`src/rtl/core/hpf_pkg.sv`:
```
`timescale 1ns / 1ps
`default_nettype none

package hpf_pkg;

  // configuration register indexes
  localparam int unsigned CFG_IDX_W = 3;
  localparam logic [CFG_IDX_W-1:0] CFG_TARGET_LENGTH = 3'd0;
  localparam logic [CFG_IDX_W-1:0] CFG_TARGET_WORD_0 = 3'd1;
  localparam logic [CFG_IDX_W-1:0] CFG_TARGET_WORD_1 = 3'd2;
  localparam logic [CFG_IDX_W-1:0] CFG_TARGET_WORD_2 = 3'd3;
  localparam logic [CFG_IDX_W-1:0] CFG_TARGET_WORD_3 = 3'd4;
  localparam logic [CFG_IDX_W-1:0] CFG_HTTP_PORT     = 3'd5;
  localparam logic [CFG_IDX_W-1:0] CFG_MATCH_OFFSET  = 3'd6;
  localparam int unsigned CFG_DATA_W = 64;

  // register reset values
  localparam logic [15:0] HTTP_PORT_RESET    = 16'd80;
  localparam logic [7:0]  MATCH_OFFSET_RESET = 8'd22;
  localparam logic [7:0]  MIN_MATCH_OFFSET   = 8'd13;

  // header constants
  localparam logic [3:0] IPV4_VERSION = 4'd4;
  localparam logic [7:0] PROTO_TCP    = 8'd6;
  localparam int unsigned PROTO_POS   = 9;
  localparam int unsigned PORT_HI_OFS = 2;
  localparam int unsigned PORT_LO_OFS = 3;
  localparam int unsigned DOFF_OFS    = 12;

  typedef struct packed {
    logic [7:0] data_byte;
    logic       last_byte;
  } in_item_t;

  typedef struct packed {
    logic        drop;
    logic        is_ipv4_tcp;
    logic [15:0] destination_port;
  } out_item_t;

  // header fields collected so far for the current packet
  typedef struct packed {
    logic [3:0]  ip_version;
    logic [5:0]  ip_header_bytes;
    logic [7:0]  protocol_number;
    logic [5:0]  tcp_header_bytes;
    logic [15:0] port_value;
  } hdr_t;

endpackage

`default_nettype wire

```
`src/rtl/core/hpf_parser.sv`:
```
`timescale 1ns / 1ps
`default_nettype none

module hpf_parser #(
  parameter int unsigned MAX_PACKET_BYTES = 65535
) (
  input  wire logic                                  clk,
  input  wire logic                                  rst,
  input  wire logic                                  step,
  input  wire hpf_pkg::in_item_t                     item,
  output logic [$clog2(MAX_PACKET_BYTES+1)-1:0]      pos,
  output logic                                       active,
  output hpf_pkg::hdr_t                              hdr,
  output hpf_pkg::hdr_t                              hdr_next,
  output logic                                       has_payload
);
  import hpf_pkg::*;

  localparam int unsigned POS_W = $clog2(MAX_PACKET_BYTES + 1);

  logic [POS_W-1:0] pos_next;
  logic [POS_W-1:0] tcp_start;

  assign active    = (pos != POS_W'(MAX_PACKET_BYTES));
  assign tcp_start = POS_W'(hdr.ip_header_bytes);

  always_comb begin
    hdr_next = hdr;
    pos_next = pos;
    if (active) begin
      if (pos == '0) begin
        hdr_next.ip_version      = item.data_byte[7:4];
        hdr_next.ip_header_bytes = {item.data_byte[3:0], 2'b00};
      end
      if (pos == POS_W'(PROTO_POS)) begin
        hdr_next.protocol_number = item.data_byte;
      end
      if (pos == tcp_start + POS_W'(PORT_HI_OFS)) begin
        hdr_next.port_value[15:8] = item.data_byte;
      end
      if (pos == tcp_start + POS_W'(PORT_LO_OFS)) begin
        hdr_next.port_value[7:0] = item.data_byte;
      end
      if (pos == tcp_start + POS_W'(DOFF_OFS)) begin
        hdr_next.tcp_header_bytes = {item.data_byte[7:4], 2'b00};
      end
      pos_next = pos + 1'b1;
    end
  end

  // packet longer than both headers together
  assign has_payload = pos_next > (POS_W'(hdr_next.ip_header_bytes)
                                   + POS_W'(hdr_next.tcp_header_bytes));

  always_ff @(posedge clk) begin
    if (rst) begin
      pos <= '0;
      hdr <= '0;
    end else if (step) begin
      if (item.last_byte) begin
        pos <= '0;
        hdr <= '0;
      end else begin
        pos <= pos_next;
        hdr <= hdr_next;
      end
    end
  end

endmodule

`default_nettype wire

```
`src/rtl/core/hpf_matcher.sv`:
```
`timescale 1ns / 1ps
`default_nettype none

module hpf_matcher #(
  parameter int unsigned MAX_PACKET_BYTES = 65535,
  parameter int unsigned MAX_TARGET_BYTES = 32
) (
  input  wire logic                                   clk,
  input  wire logic                                   rst,
  input  wire logic                                   step,
  input  wire hpf_pkg::in_item_t                      item,
  input  wire logic [$clog2(MAX_PACKET_BYTES+1)-1:0]  pos,
  input  wire logic                                   active,
  input  wire hpf_pkg::hdr_t                          hdr,
  input  wire logic [5:0]                             tlen,
  input  wire logic [7:0]                             match_offset,
  input  wire logic [MAX_TARGET_BYTES-1:0][7:0]       target,
  output logic                                        matched
);
  import hpf_pkg::*;

  localparam int unsigned POS_W  = $clog2(MAX_PACKET_BYTES + 1);
  localparam int unsigned DW     = (POS_W > 9 ? POS_W : 9) + 1;
  localparam int unsigned TIDX_W = (MAX_TARGET_BYTES > 1) ? $clog2(MAX_TARGET_BYTES) : 1;

  logic [5:0]    matched_count;
  logic          mismatch_seen;
  logic [5:0]    count_next;
  logic          mismatch_next;
  logic [7:0]    off;
  logic [DW-1:0] start;
  logic [DW-1:0] rel;
  logic          in_window;
  logic [7:0]    want;

  assign off   = (match_offset < MIN_MATCH_OFFSET) ? MIN_MATCH_OFFSET : match_offset;
  assign start = DW'(hdr.ip_header_bytes) + DW'(hdr.tcp_header_bytes) + DW'(off);
  // wraps to a large value when pos is still before the start
  assign rel       = DW'(pos) - start;
  assign in_window = active && (rel < DW'(tlen));
  assign want      = target[rel[TIDX_W-1:0]];

  always_comb begin
    count_next    = matched_count;
    mismatch_next = mismatch_seen;
    if (in_window) begin
      if (item.data_byte == want) begin
        count_next = matched_count + 1'b1;
      end else begin
        mismatch_next = 1'b1;
      end
    end
  end

  assign matched = !mismatch_next && (count_next == tlen);

  always_ff @(posedge clk) begin
    if (rst) begin
      matched_count <= '0;
      mismatch_seen <= 1'b0;
    end else if (step) begin
      if (item.last_byte) begin
        matched_count <= '0;
        mismatch_seen <= 1'b0;
      end else begin
        matched_count <= count_next;
        mismatch_seen <= mismatch_next;
      end
    end
  end

endmodule

`default_nettype wire

```
`src/rtl/core/http_host_packet_filter_core.sv`:
```
`timescale 1ns / 1ps
`default_nettype none

// streaming ipv4/tcp payload filter: packet bytes enter one item per cycle,
// starting at the ip header, and the final byte of each packet yields one
// verdict item (drop, ipv4/tcp flag, tcp destination port). the block takes
// one byte every cycle; an item is parsed and compared against the header
// offsets and the configured target string while it sits in the input
// register, and the output register behind out_valid takes the verdict as its
// final byte leaves. the rate is set only by the output register:
// a final byte waits in the input register while an earlier verdict is still
// held by out_ready low, and every other byte keeps flowing. configuration
// writes are taken at any time but belong to idle periods between packets.
module http_host_packet_filter_core #(
  parameter int unsigned MAX_TARGET_BYTES = 32,
  parameter int unsigned MAX_PACKET_BYTES = 65535
) (
  input  wire logic                           clk,
  input  wire logic                           rst,
  // packet bytes
  input  wire logic                           in_valid,
  output logic                                in_ready,
  input  wire hpf_pkg::in_item_t              in_item,
  // verdicts
  output logic                                out_valid,
  input  wire logic                           out_ready,
  output hpf_pkg::out_item_t                  out_item,
  // configuration writes
  input  wire logic                           cfg_valid,
  output logic                                cfg_ready,
  input  wire logic [hpf_pkg::CFG_IDX_W-1:0]  cfg_index,
  input  wire logic [hpf_pkg::CFG_DATA_W-1:0] cfg_data
);
  import hpf_pkg::*;

  localparam int unsigned POS_W = $clog2(MAX_PACKET_BYTES + 1);

  // configuration registers
  logic [5:0]                         target_length;
  logic [MAX_TARGET_BYTES-1:0][7:0]   target;
  logic [15:0]                        http_port;
  logic [7:0]                         match_offset;
  logic                               cfg_we;
  logic [5:0]                         tlen;

  // input register
  logic     s1_valid;
  in_item_t s1_item;
  logic     s1_go;

  // parse and match results
  logic [POS_W-1:0] pos;
  logic             active;
  hdr_t             hdr;
  hdr_t             hdr_next;
  logic             has_payload;
  logic             matched;
  logic             v4tcp;
  out_item_t        verdict;

  assign cfg_ready = 1'b1;
  assign cfg_we    = cfg_valid && cfg_ready;

  // target length above the store depth is treated as the full store
  assign tlen = (target_length > 6'(MAX_TARGET_BYTES)) ? 6'(MAX_TARGET_BYTES)
                                                       : target_length;

  always_ff @(posedge clk) begin
    if (rst) begin
      target_length <= '0;
      target        <= '0;
      http_port     <= HTTP_PORT_RESET;
      match_offset  <= MATCH_OFFSET_RESET;
    end else if (cfg_we) begin
      unique case (cfg_index)
        CFG_TARGET_LENGTH: target_length <= cfg_data[5:0];
        CFG_HTTP_PORT:     http_port     <= cfg_data[15:0];
        CFG_MATCH_OFFSET:  match_offset  <= cfg_data[7:0];
        default: ;
      endcase
      // each target word covers eight bytes, lowest byte first
      for (int k = 0; k < MAX_TARGET_BYTES; k++) begin
        if (cfg_index == CFG_IDX_W'(int'(CFG_TARGET_WORD_0) + (k >> 3))) begin
          target[k] <= cfg_data[(k & 7) * 8 +: 8];
        end
      end
    end
  end

  // a byte moves on unless it is a final byte and the verdict slot is held
  assign s1_go    = s1_valid && (!s1_item.last_byte || !out_valid || out_ready);
  assign in_ready = !s1_valid || s1_go;

  always_ff @(posedge clk) begin
    if (rst) begin
      s1_valid <= 1'b0;
    end else if (in_ready) begin
      s1_valid <= in_valid;
    end
  end

  always_ff @(posedge clk) begin
    if (in_valid && in_ready) begin
      s1_item <= in_item;
    end
  end

  hpf_parser #(
    .MAX_PACKET_BYTES(MAX_PACKET_BYTES)
  ) u_parser (
    .clk        (clk),
    .rst        (rst),
    .step       (s1_go),
    .item       (s1_item),
    .pos        (pos),
    .active     (active),
    .hdr        (hdr),
    .hdr_next   (hdr_next),
    .has_payload(has_payload)
  );

  hpf_matcher #(
    .MAX_PACKET_BYTES(MAX_PACKET_BYTES),
    .MAX_TARGET_BYTES(MAX_TARGET_BYTES)
  ) u_matcher (
    .clk         (clk),
    .rst         (rst),
    .step        (s1_go),
    .item        (s1_item),
    .pos         (pos),
    .active      (active),
    .hdr         (hdr),
    .tlen        (tlen),
    .match_offset(match_offset),
    .target      (target),
    .matched     (matched)
  );

  // verdict from the header fields including this byte
  assign v4tcp = (hdr_next.ip_version == IPV4_VERSION)
                 && (hdr_next.protocol_number == PROTO_TCP);

  assign verdict.drop             = v4tcp && (hdr_next.port_value == http_port)
                                    && has_payload && matched;
  assign verdict.is_ipv4_tcp      = v4tcp;
  assign verdict.destination_port = hdr_next.port_value;

  // output register
  always_ff @(posedge clk) begin
    if (rst) begin
      out_valid <= 1'b0;
    end else if (s1_go && s1_item.last_byte) begin
      out_valid <= 1'b1;
    end else if (out_ready) begin
      out_valid <= 1'b0;
    end
  end

  always_ff @(posedge clk) begin
    if (s1_go && s1_item.last_byte) begin
      out_item <= verdict;
    end
  end

  // a dropped packet always carried ipv4/tcp and the configured port
  assert property (@(posedge clk) disable iff (rst)
    out_valid && out_item.drop |-> out_item.is_ipv4_tcp
                                   && (out_item.destination_port == http_port))
    else $error("drop verdict without ipv4/tcp on the http port");

  // a final byte always restarts the packet at position zero
  assert property (@(posedge clk) disable iff (rst)
    s1_go && s1_item.last_byte |=> (pos == '0))
    else $error("byte position not cleared after final byte");

  // the input side only stalls on a final byte blocked by a held verdict
  assert property (@(posedge clk) disable iff (rst)
    !in_ready |-> s1_valid && s1_item.last_byte && out_valid && !out_ready)
    else $error("input stalled without a held verdict");

  // a new verdict never overwrites one still waiting
  assert property (@(posedge clk) disable iff (rst)
    out_valid && !out_ready |-> !(s1_go && s1_item.last_byte))
    else $error("verdict overwritten while held");

endmodule

`default_nettype wire

```
`config.mk`:
```
export PLATFORM = sky130hd
export DESIGN_NAME = http_host_packet_filter_core
export DESIGN_NICKNAME = d
export VERILOG_FILES = /design/src/rtl/core/hpf_pkg.sv /design/src/rtl/core/hpf_parser.sv /design/src/rtl/core/hpf_matcher.sv /design/src/rtl/core/http_host_packet_filter_core.sv
export SDC_FILE = /design/constraint.sdc
export NUM_CORES = 1
export LEC_CHECK = 0
export BUFFER_PORTS_ARGS = -buffer_cell sky130_fd_sc_hd__buf_2
export CAP_MARGIN = 20
export CELL_PAD_IN_SITES_DETAIL_PLACEMENT = 1
export CELL_PAD_IN_SITES_GLOBAL_PLACEMENT = 2
export CORE_ASPECT_RATIO = 0.75
export CORE_MARGIN = 4
export CORE_UTILIZATION = 34
export DETAILED_ROUTE_END_ITERATION = 12
export PLACE_DENSITY_LB_ADDON = 0.1
export SLEW_MARGIN = 20
export SYNTH_ARGS = -nofsm -noshare
export SYNTH_HDL_FRONTEND = slang
export SYNTH_SLANG_ARGS = --single-unit
```
`constraint.sdc`:
```
create_clock -name clk -period 5.6 [get_ports clk]
set_clock_uncertainty 0.15 [all_clocks]
set_input_delay 0 -clock clk [delete_from_list [all_inputs] [get_ports clk]]
set_output_delay 0 -clock clk [all_outputs]
set_load 0.1 [all_outputs]
```
Word-level counts from Yosys, hierarchy flattened
Index checks and enable logic that the tools add are counted.
{ "op_classes": {"muxes": 21, "eq_ne": 16, "n_addsub": 9, "magnitude_cmp": 5, "n_reduce_logical": 26} }
{ "ops": {"columns": ["operator", "n"], "rows": [
  ["two-way mux 40 bit", 2],
  ["== test 16 bit", 4],
  ["binary-select mux 8 bit (select 5 bit)", 1],
  ["two-way mux 8 bit", 5],
  ["two-way mux 16 bit", 2],
  ["two-way mux 6 bit", 5],
  ["adder 17 x 8 -> 17 bit", 1],
  ["less-than comparator 17 x 6 -> 1 bit", 1],
  ["subtractor 16 x 17 -> 17 bit", 1],
  ["adder 16 x 1 -> 16 bit (second input constant)", 1],
  ["== test 16 x 4 -> 1 bit (second input constant)", 1],
  ["greater-than comparator 16 bit", 1],
  ["logical NOT 16 bit", 1],
  ["!= test 16 bit (second input constant)", 1],
  ["adder 6 x 2 -> 7 bit (second input constant)", 2],
  ["adder 6 x 6 -> 7 bit", 2],
  ["AND reduction 2 bit", 7],
  ["two-way mux 10 bit", 1],
  ["== test 3 bit (second input constant)", 3],
  ["logical AND 1 bit", 9],
  ["== test 8 x 3 -> 1 bit (second input constant)", 1],
  ["== test 8 bit", 1],
  ["less-than comparator 8 x 4 -> 1 bit (second input constant)", 1],
  ["adder 6 x 4 -> 7 bit (second input constant)", 1],
  ["12 further kinds", 22]
]} }
{ "totals": {"word_cells": 127, "output_inout_bits": 21, "regBits": 378} }

Longest topological paths before layout
Gate-level depths: netlist of the first run.
{ "depth": {"word_depth": 12, "ltp_mapped": 26, "depth_no_buf": 25} }

Hierarchy
A second synthesis of the first run with hierarchy kept.
{ "unflattened": {"hier_cells": 2222, "area_unflattened_um2": 19054.5} }
{ "modules_own_cells": {"columns": ["module", "instances", "area_per_inst_um2", "cells_per_inst"], "rows": [
  ["http_host_packet_filter_core", 1, 11005.6, 1317],
  ["hpf_parser", 1, 4066.4, 490],
  ["hpf_matcher", 1, 3982.6, 415]
]} }

Least setup slack after synthesis of the first run
Ideal clock, no wire load.
{ "synth_path": {"path_kind": "register to register", "start": "register u_parser.hdr[30] (netlist name)", "end": "register out_item[17] in the netlist's numbering (data pin)", "period_less_slack_ns": 5.530, "required_ns": 5.293, "arrival_ns": 5.223, "setup_slack_ns": 0.070, "path_stages_with_launch": 21, "cell_sequence": "dfxtp_1 -> ha_1 -> inv_1 -> fa_1 -> xor2_1 -> fa_1 -> ha_1 -> a21o_1 -> a21oi_1 -> xnor2_1 -> clkbuf_1 -> inv_1 -> ha_1 -> a21o_1 -> a2111oi_0 -> and3_1 -> nand3_1 -> a211oi_2 -> nand3_1 -> a221o_1 -> nor3_1"} }
{ "synth_lines": {"columns": ["element", "line_no", "rtl"], "rows": [
  ["end signal, assigned", "http_host_packet_filter_core.sv:161", "out_item <= verdict;"],
  ["end, declared", "http_host_packet_filter_core.sv:27", "output hpf_pkg::out_item_t out_item,"]
]} }

==> results of run 1 <==
==> logic make-up (layout without fill, tap and decap cells) <==
| kind of cell | Yosys count | after routing |
|---|---|---|
| compound gates | 472 | 472 |
| xor+xnor | 71 | 71 |
| fa+ha+maj | 54 | 54 |
| buf+inv | 206 | 384 |
| flops | 378 | 378 |
| mux | 144 | 144 |
| other cells | 1 | 3 |
| simple gates | 846 | 846 |
==> how the worst min path moves through the flow <==
stage | from | endpoint | slack [ns] | cells past startpoint
after floorplan | in_item[0] | s1_item[0]$_DFFE_PP_ | -0.05 | 0
after global routing | cfg_data[33] | target[97]$_SDFFE_PP0P_ | 0.09 | 4
after detailed placement | in_item[4] | s1_item[4]$_DFFE_PP_ | 0.03 | 1
after global placement | in_item[4] | s1_item[4]$_DFFE_PP_ | 0.03 | 1
after CTS | cfg_data[33] | target[225]$_SDFFE_PP0P_ | 0.06 | 4
final | cfg_data[33] | target[225]$_SDFFE_PP0P_ | 0.1 | 4
==> report_power, final <==
group          leakage, nW  switching (mW)  internal, mW
sequential            3.10          0.0459          2.77
combinational         4.64           0.514         0.319
clock                0.685            1.18          1.64
==> sequential cells by signal (all words and copies together) (netlist names) <==
register,flops
s1_valid,1
http_port,16
target_length,6
u_matcher.mismatch_seen,1
out_item,18
u_matcher.matched_count,6
out_valid,1
target,256
match_offset,8
u_parser.hdr,40
u_parser.pos,16
s1_item,9
==> routing by layer <==
layer  routed length (microns)  global-route usage, %
met2                     30000                   35.3
met4                       849                   3.90
met5                         0                      0
met3                      2860                   3.24
met1                     34700                   34.2
==> final cells by class <==
| type | instances | area (sq um) | share of cell area [%] |
|---|---|---|---|
| inverter | 48 | 180 | 0.808 |
| clock inverter | 12 | 129 | 0.578 |
| antenna | 2 | 5.00 | 0.0224 |
| timing repair buffer | 260 | 2060 | 9.24 |
| clock buffer | 64 | 1260 | 5.63 |
| sequential | 378 | 7840 | 35.1 |
| multi-input combinational | 1588 | 9950 | 44.6 |
| tap | 712 | 891 | 3.99 |
==> repair_timing <==
item / 4_1_cts / 5_1_grt
endpoints found under the setup margin: 0 / 7
buffers inserted: 0 / 2
endpoints found under the hold margin: 364 / 0
hold buffers: 93 / 0
gates resized for setup: 0 / 9
==> worst max-delay path: stages, from the launching register on <==
cell	delay, ns
dfxtp_1	0.33
or3_4	0.45
nor4_1	0.56
nand3_1	0.13
nor2_1	0.22
buf_4	0.22
mux2_2	0.38
ha_1	0.34
a21oi_1	0.23
xnor2_1	0.20
ha_1	0.30
o21a_1	0.11
o21a_1	0.16
o21ai_0	0.18
a21oi_1	0.09
buf_4	0.14
nor4_1	0.26
nand3_1	0.27
nand4_1	0.19
a221o_1	0.13
nor3_1	0.05
==> through the flow <==
stage                     hold slack, ns  utilization [%]  std cells
after floorplan                  -0.0511                -       2172
after global routing              0.0933             41.7       3063
final                             0.0989             41.7       3064
after CTS                         0.0573             41.5       3059
after detailed placement          0.0283             37.2       2890
after global placement            0.0275             37.2       2890
==> placed cells by master (no fill, tap or decap), types with 41 or more instances in the layout <==
master | Yosys | layout
nor2_1 | 99 | 95
dlygate4sd3_1 | 0 | 93
clkbuf_16 | 0 | 45
buf_4 | 10 | 58
mux4_2 | 41 | 41
mux2i_1 | 74 | 74
dfxtp_1 | 351 | 351
xnor2_1 | 48 | 47
ha_1 | 45 | 44
a21oi_1 | 315 | 314
a22oi_1 | 61 | 61
nand2_1 | 585 | 583
buf_2 | 12 | 99
inv_1 | 46 | 46
==> key figures, run 1 <==
Timing
  – Final hold violation count: 0
  – Tcrit/Tclk final: 95.8%
  – Maximum clock rate: around 190 MHz
  – Sum of negative setup slack: 0 ns
  – RSZ-0062 raised after global routing: no
  – Slew margin rel.: a little under a third
  – Fin. max-slew vios: 0
  – Worst-Margin Slew: roughly 1.0 ns
  – Fin worst setup slack: ~0.24 ns
  – Crit path time final: 5.36 ns
  – Setup violators final: 0

Clock network
  – CTS Buf Count: 43
  – Sink Count: ~380
  – Worst skew pair latency: slightly below 0.6 ns
  – H-tree depth: 2
  – Clock Path Buffers: 3
  – Root Driver: clkbuf_16
  – Clk pin slew, worst setup/hold paths: ~0.060 ns
  – CTS tree: built

Routing
  – Total Wirelength: about 68 mm
  – Vias: 16.5k
  – Post-route ant nets: 0
  – Avg WL per Cell: about 22 microns
  – Router iterations before antenna repair: 5
  – Via density: 5.38
  – Residual DRC count: 0
  – First DRT Iteration DRCs: slightly above 900

Die
  – Chip Height: ~210 microns
  – Die Area: approximately 58,000 sq um
  – Row count: 73
  – Ports: 102
  – Core area: 53,500 sq um
  – Initial Utilization: a little over a third
  – Die X-Extent: roughly 280 microns

Synthesis
  – Top-area cell type share of the netlist area: 37.8%
  – Post-Synth Adder-Cell Area: roughly 4%
  – Main synth FF type: dfxtp_1
  – Ranking of synthesized cells by area: dfxtp_1, nand2_1, a21oi_1, mux4_2, edfxtp_1
  – Area leader, netlist: dfxtp_1
  – Most common library cells after synthesis: nand2_1, dfxtp_1, a21oi_1, clkbuf_1, nor2_1
  – Mux cell area share after synthesis: a little under an eighth
  – Cells after synthesis: between 2k and 2.5k
  – Seq cells post-synth: between 300 and 400
  – Post-synth EDFFs: 27
  – XOR/XNOR Fraction of Synth Area: 3.59%
  – Syn Nets: around 2.3k
  – YS warnings: 0
  – Compound-cell area share of the yosys netlist: between 10% and 20%
  – Synth async-reset ratio: 0%
  – Largest family of logic cells by synthesized area: simple AND/OR/NAND/NOR gates
  – Mapped cell area: roughly 19,000 sq um
  – Count leader, synth: nand2_1
  – Synth unique cells: 70
  – Simple-Gate Fraction of Synth Area: about a fifth
  – Register area share after synthesis: 42.2%
  – Post-Syn Area per Cell: around 8.5 sq um

Worst setup path
  – WP data arrival: approximately 5.5 ns
  – Critical path type: register to register
  – CP Max Fanout: 6
  – CP Capture Point: out_item[17]$_DFFE_PP_
  – Critical Path Source: u_parser.pos[15]$_SDFFE_PP0P_
  – Reg2Reg Setup Slack: between 0.2 and 0.25 ns
  – FF-to-FF End: out_item[17]$_DFFE_PP_
  – RR Startpoint: u_parser.pos[15]$_SDFFE_PP0P_
  – R2R cell count: 20
  – Worst EP required: 5.76 ns
  – Critical path launch point type: register
  – Critical Path End Type: register

Place
  – PortBufs: 100
  – Hpwl dp: 46.2 mm
  – DP Area: roughly 20,000 sq um
  – Dpl ws: roughly 0.13 ns
  – Global placer's final weighted congestion: about 0.82

Layout
  – Area Overhead vs Synth: 20.2%
  – Final #Nets: 2,454
  – Cell area after layout: between 20,000 and 25,000 sq um
  – # fillers: between 6k and 7k
  – Share of layout cells above drive strength 1: ~14%

Pwr
  – Worst VDD drop: a little over 0.2 mV
  – Leak Pwr: roughly 8.4 nW
  – Pwr dens: between 200 and 300 nW/um^2
  – PnR Total Power: around 6.5 mW

Min path
  – Worst hold path type: input port to register

Flow run
  – Maximum capacitance violations: 0

Status
  – Status: finished clean

Global routing
  – Total grt overflow: 0
  – Vias in the first global route: between 15k and 20k
  – Largest net degree at the start of global routing: about 180
  – First-pass GRT wire length: just over 100 mm
  – Antenna violations before repair: 3
  – GRT Overall Usage: between 20% and 30%
Power figures use the tool's default switching activity.
==> run 2, diff against run 1 <==
--- a/config.mk
+++ b/config.mk
@@ -5,13 +5,14 @@
 export SDC_FILE = /design/constraint.sdc
 export NUM_CORES = 1
 export LEC_CHECK = 0
+export ABC_AREA = 1
 export BUFFER_PORTS_ARGS = -buffer_cell sky130_fd_sc_hd__buf_2
 export CAP_MARGIN = 20
 export CELL_PAD_IN_SITES_DETAIL_PLACEMENT = 1
 export CELL_PAD_IN_SITES_GLOBAL_PLACEMENT = 2
 export CORE_ASPECT_RATIO = 0.75
 export CORE_MARGIN = 4
-export CORE_UTILIZATION = 34
+export CORE_UTILIZATION = 31
 export DETAILED_ROUTE_END_ITERATION = 12
 export PLACE_DENSITY_LB_ADDON = 0.1
 export SLEW_MARGIN = 20
==> key figures, run 2 <==
Place
  – Hpwl dp: 55.2 mm
  – Global placer's final weighted congestion: 0.875
  – PortBufs: 100

Pwr
  – Pwr dens: 309 nW/um^2
  – PnR Total Power: 7.23 mW
  – Leak Pwr: just over 10 nW
  – Worst VDD drop: ~0.20 mV

Timing
  – Tcrit/Tclk final: between 90 and 100%
  – Maximum clock rate: a little under 200 MHz
  – Setup violators final: 0
  – Fin. max-slew vios: 0
  – Slew margin rel.: 34.1%
  – Worst hold slack: 0.0748 ns
  – Sum of negative setup slack: 0 ns
  – Worst-Margin Slew: just under 1 ns
  – Final hold violation count: 0
  – RSZ-0062 raised after global routing: no
  – Crit path time final: a little over 5 ns

Clock network
  – Sink Count: about 380
  – Clock Path Buffers: 3
  – Clk pin slew, worst setup/hold paths: 0.06 ns
  – CTS tree: built
  – Root Driver: clkbuf_16
  – Worst skew pair latency: between 0.5 and 0.6 ns
  – CTS Buf Count: 45
  – H-tree depth: 2

Die
  – Die Area: approximately 67,000 sq um
  – Initial Utilization: 31.4%
  – Core area: 62,200 sq um
  – Ports: slightly above 100
  – Chip Height: roughly 230 microns
  – Row count: 79
  – Die X-Extent: 298 microns

Global routing
  – GRT Overall Usage: between 20% and 30%
  – Total grt overflow: 0
  – Antenna violations before repair: 0
  – Largest net degree at the start of global routing: ~190
  – First-pass GRT wire length: 126 mm
  – Vias in the first global route: a little over 20k

Layout
  – Final #Nets: approximately 3.2k
  – # fillers: slightly below 8k
  – Antenna diodes: 0
  – Max FFs per register: 256
  – Area Overhead vs Synth: 19.9%
  – Commonest non-fill, non-tap cell in the layout: nor2_1
  – Share of layout cells above drive strength 1: 9.33%
  – Most frequent cells in the layout: nor2_1, nand2_1, dfxtp_1
  – Reg area: around 7800 sq um
  – Largest reg by FF count: target
  – Multi-input gate area: 10,300 sq um
  – Regs by FF count: target (256), u_parser.hdr (40), out_item (18)

Worst setup path
  – Critical path type: register to register
  – Critical-path top delay cell: fa_1
  – CP peak stage delay: 0.55 ns
  – Worst EP required: around 5.8 ns
  – Most common cell type on the critical path: nand2_1
  – WP data arrival: around 5.4 ns
  – Critical path launch point type: register
  – R2R cell count: 30
  – Critical Path End Type: register
  – CP Max Fanout: 25

Synthesis
  – Synth async-reset ratio: 0%
  – Synth unique cells: between 40 and 50
  – Cells after synthesis: 2,917
  – YS warnings: 0
  – Register area share after synthesis: about two fifths
  – Ranking of synthesized cells by area: dfxtp_1, nor2_1, nand2_1, nand3_1, o21ai_0
  – Count leader, synth: nor2_1
  – Syn Nets: between 3k and 4k
  – Most common library cells after synthesis: nor2_1, nand2_1, dfxtp_1, nand3_1, o21ai_0
  – Seq cells post-synth: approximately 380
  – Area leader, netlist: dfxtp_1
  – Mapped cell area: ~20,000 sq um
  – Top-area cell type share of the netlist area: 36.0%
  – Post-synth EDFFs: 27
  – Post-Syn Area per Cell: roughly 6.7 sq um
  – Main synth FF type: dfxtp_1

Flow run
  – Maximum capacitance violations: 0

Min path
  – Worst hold path type: input port to register
  – Hold Crit Depth: 4

Routing
  – Avg WL per Cell: roughly 21 microns
  – Router iterations before antenna repair: 7
  – Total Wirelength: between 80 and 90 mm
  – Post-route ant nets: 0
  – Residual DRC count: 0
  – First DRT Iteration DRCs: 1,442
  – Via density: slightly above 5
  – Vias: 20.2k

Status
  – Status: finished clean
run 2: cell types whose count changed in the layout (fill, tap and decap cells not counted), sizes merged, moves of 73 or more:
| cell | before | now |
|---|---|---|
| a21oi | 315 | 86 |
| nor2 | 100 | 638 |
| o21ai | 27 | 324 |
| nand3 | 29 | 346 |
| mux2i | 74 | 1 |
| inv | 48 | 180 |
run 2: area by class of cell:
cell class | count | share of cell area, %
tap | 810 | 4.33
multi-input combinational | 2187 | 43.8
inverter | 182 | 2.98
timing repair buffer | 257 | 8.63
sequential | 378 | 33.5
clock inverter | 20 | 1.21
clock buffer | 63 | 5.57
run 2: logic make-up after synthesis:
kind of cell,share of synthesized area [%]
flip-flops,40.1
XOR/XNOR,1.42
AO/OA/AOI/OAI,11.5
AND/OR/NAND/NOR,35.4
buffers and inverters,7.64
adder cells (fa/ha/maj),3.80
multiplexers,0.0512
other,0.0192
run 2: through the flow:
step	util [%]	cells	setup WS, ns	instance area, sq um
6_report	37.7	3897	0.424	23400
5_1_grt	37.7	3897	0.0143	23400
4_1_cts	37.6	3893	0.250	23400
3_5_place_dp	33.5	3713	0.253	20800
3_3_place_gp	33.5	3713	0.365	20800
2_1_floorplan	-	2917	0.961	19500
run 2: worst max-delay path, delay by kind of cell (launching register included):
| kind | cells | cell delay, ns |
|---|---|---|
| flops | 1 | 0.43 |
| fa+ha+maj | 2 | 0.92 |
| buf+inv | 7 | 0.88 |
| simple gates | 21 | 2.46 |
run 2: per-layer routing:
layer	vias to the layer above	global-route usage [%]	share of wire (%)
met5	-	0	0
met4	0	4.65	1.8
met3	89	4.35	5.5
met2	406	35.5	41
met1	9924	36.6	52
li1	9735	-	-
run 2: final timing paths:
check	startpoint	to	slack, ns
hold / removal	cfg_data[19]	target[147]$_SDFFE_PP0P_	0.07
hold reg to reg	u_matcher.mismatch_seen$_SDFFE_PP0P_	u_matcher.mismatch_seen$_SDFFE_PP0P_	0.31
setup / recovery	match_offset[7]$_SDFFE_PP0P_	out_item[17]$_DFFE_PP_	0.42
setup reg to reg	match_offset[7]$_SDFFE_PP0P_	out_item[17]$_DFFE_PP_	0.42
run 2: what timing repair did:
action	4_1_cts	5_1_grt
hold buffers	97	0
setup endpoints to repair	0	2
setup buffers	0	4
endpoints found under the hold margin	326	0
gates resized for setup	0	10
run 2: report_power, final:
group	switching (mW)	internal [mW]
clock	1.29	1.91
sequential	0.0538	2.80
combinational	0.816	0.367
==> run 3, diff against run 2 <==
--- a/config.mk
+++ b/config.mk
@@ -6,7 +6,7 @@
 export NUM_CORES = 1
 export LEC_CHECK = 0
 export ABC_AREA = 1
-export BUFFER_PORTS_ARGS = -buffer_cell sky130_fd_sc_hd__buf_2
+export BUFFER_PORTS_ARGS = -buffer_cell sky130_fd_sc_hd__buf_4
 export CAP_MARGIN = 20
 export CELL_PAD_IN_SITES_DETAIL_PLACEMENT = 1
 export CELL_PAD_IN_SITES_GLOBAL_PLACEMENT = 2
==> key figures, run 3 (synthesis results as in run 2) <==
Status
  – Status: finished clean

Min path
  – Hold Crit Depth: 4
  – Worst hold path type: input port to register

Timing
  – Slew margin rel.: 12.6%
  – Final hold violation count: 0
  – Tcrit/Tclk final: just over 90%
  – Maximum clock rate: roughly 190 MHz
  – RSZ-0062 raised after global routing: no
  – Fin. max-slew vios: 0
  – Sum of negative setup slack: 0 ns
  – Setup violators final: 0
  – Crit path time final: between 5 and 6 ns
  – Worst-Margin Slew: 1.31 ns

Layout
  – Most frequent cells in the layout: nor2_1, nand2_1, dfxtp_1
  – Cell area after layout: about 24,000 sq um
  – # fillers: about 8k
  – Regs by FF count: target (256), u_parser.hdr (40), out_item (18)
  – Largest reg by FF count: target
  – Final #Nets: 3,193
  – Share of layout cells above drive strength 1: 9.31%
  – Commonest non-fill, non-tap cell in the layout: nor2_1
  – Area Overhead vs Synth: 20.8%
  – Max FFs per register: between 200 and 300
  – Multi-input gate area: roughly 10,000 sq um
  – Reg area: 7840 sq um

Clock network
  – Clk pin slew, worst setup/hold paths: ~0.060 ns
  – Worst skew pair latency: slightly below 0.6 ns
  – Sink Count: 378
  – CTS Buf Count: between 40 and 50
  – CTS tree: built
  – H-tree depth: 2
  – Root Driver: clkbuf_16
  – Clock Path Buffers: 3

Routing
  – Residual DRC count: 0
  – Vias: between 20k and 25k
  – Post-route ant nets: 0
  – Avg WL per Cell: roughly 21 microns
  – Via density: 5.14
  – First DRT Iteration DRCs: ~1.3k
  – Total Wirelength: between 80 and 90 mm
  – Router iterations before antenna repair: 5

Place
  – Global placer's final weighted congestion: 0.884
  – PortBufs: 100
  – Hpwl dp: approximately 55 mm
  – DP Area: 21,100 sq um

Pwr
  – Worst VDD drop: around 0.21 mV
  – Leak Pwr: about 10 nW
  – Pwr dens: slightly below 300 nW/um^2

Die
  – Ports: approximately 100
  – Core area: between 60,000 and 70,000 sq um
  – Chip Height: 225 microns
  – Die Area: 67,100 sq um
  – Initial Utilization: a little under a third
  – Row count: 79
  – Die X-Extent: a little under 300 microns

Worst setup path
  – WP data arrival: about 5.5 ns
  – Most common cell type on the critical path: nand2_1
  – CP Max Fanout: 37
  – Worst EP required: ~5.9 ns
  – R2R cell count: 30
  – Critical path launch point type: register
  – Critical-path top delay cell: fa_1
  – Critical path type: register to register
  – CP peak stage delay: 0.54 ns
  – Critical Path End Type: register

Global routing
  – GRT met1 Usage: between 30% and 40%
  – GR peak layer: met1
  – Met2 global-route usage: between 30% and 40%
  – Antenna violations before repair: 1
  – M3 GR Usage: about 3.3%
  – Vias in the first global route: slightly above 20k
  – First-pass GRT wire length: roughly 130 mm
  – Largest net degree at the start of global routing: 270
  – GRT Overall Usage: between 20% and 30%
  – Total grt overflow: 0

Flow run
  – Maximum capacitance violations: 0
run 3: final timing paths:
kind / from / endpoint / slack [ns]
max: match_offset[7]$_SDFFE_PP0P_ / out_item[17]$_DFFE_PP_ / 0.46
min: cfg_data[44] / target[236]$_SDFFE_PP0P_ / 0.06
max reg2reg: match_offset[7]$_SDFFE_PP0P_ / out_item[17]$_DFFE_PP_ / 0.46
min reg2reg: u_matcher.mismatch_seen$_SDFFE_PP0P_ / u_matcher.mismatch_seen$_SDFFE_PP0P_ / 0.31
run 3: area by class of cell:
cell class	count	area share, %
Clock inverter	24	0.996
Sequential cell	378	33.2
Multi-Input combinational cell	2187	43.5
Inverter	182	2.95
Antenna cell	1	0.0106
Timing Repair Buffer	264	9.90
Tap cell	810	4.29
Clock buffer	58	5.19
run 3: timing repair:
item / 4_1_cts / 5_1_grt
hold buffers: 102 / 0
gates resized for setup: 0 / 8
endpoints found under the hold margin: 357 / 0
endpoints found under the setup margin: 0 / 2
setup buffers: 0 / 0
run 3: where the power goes:
part | internal (mW) | switching (mW) | total, mW
sequential | 2.80 | 0.0522 | 2.85
combinational | 0.387 | 0.809 | 1.20
clock | 1.69 | 1.27 | 2.96
total | 4.88 | 2.13 | 7.01
run 3: metrics by stage:
| stage | hold WS [ns] | worst slack (ns) | std cells | utilization (%) | power, mW |
|---|---|---|---|---|---|
| finish | 0.0638 | 0.456 | 3904 | 38.0 | 7.01 |
| global route | 0.0753 | 0.0462 | 3903 | 38.0 | 7.34 |
| CTS | 0.0189 | 0.180 | 3903 | 37.9 | 7.09 |
| detailed placement | 0.0293 | 0.203 | 3719 | 34.0 | 4.05 |
| global placement | 0.0290 | 0.245 | 3719 | 34.0 | 4.03 |
| floorplan | -0.0511 | 0.961 | 2917 | - | 3.59 |
run 3: per-layer routing:
layer	vias to the layer above	share of wire (%)	wire length [microns]
met5	-	0	0
met4	0	1.6	1280
met3	72	4.2	3400
met2	316	41	33500
met1	9928	53	42600
li1	9744	-	-
run 3: critical path, delay by kind of cell, from the launching register on:
| family | cells | cell delay [ns] |
|---|---|---|
| flip-flops | 1 | 0.45 |
| buffers and inverters | 5 | 0.70 |
| adder cells (fa/ha/maj) | 2 | 0.90 |
| AND/OR/NAND/NOR | 23 | 2.74 |
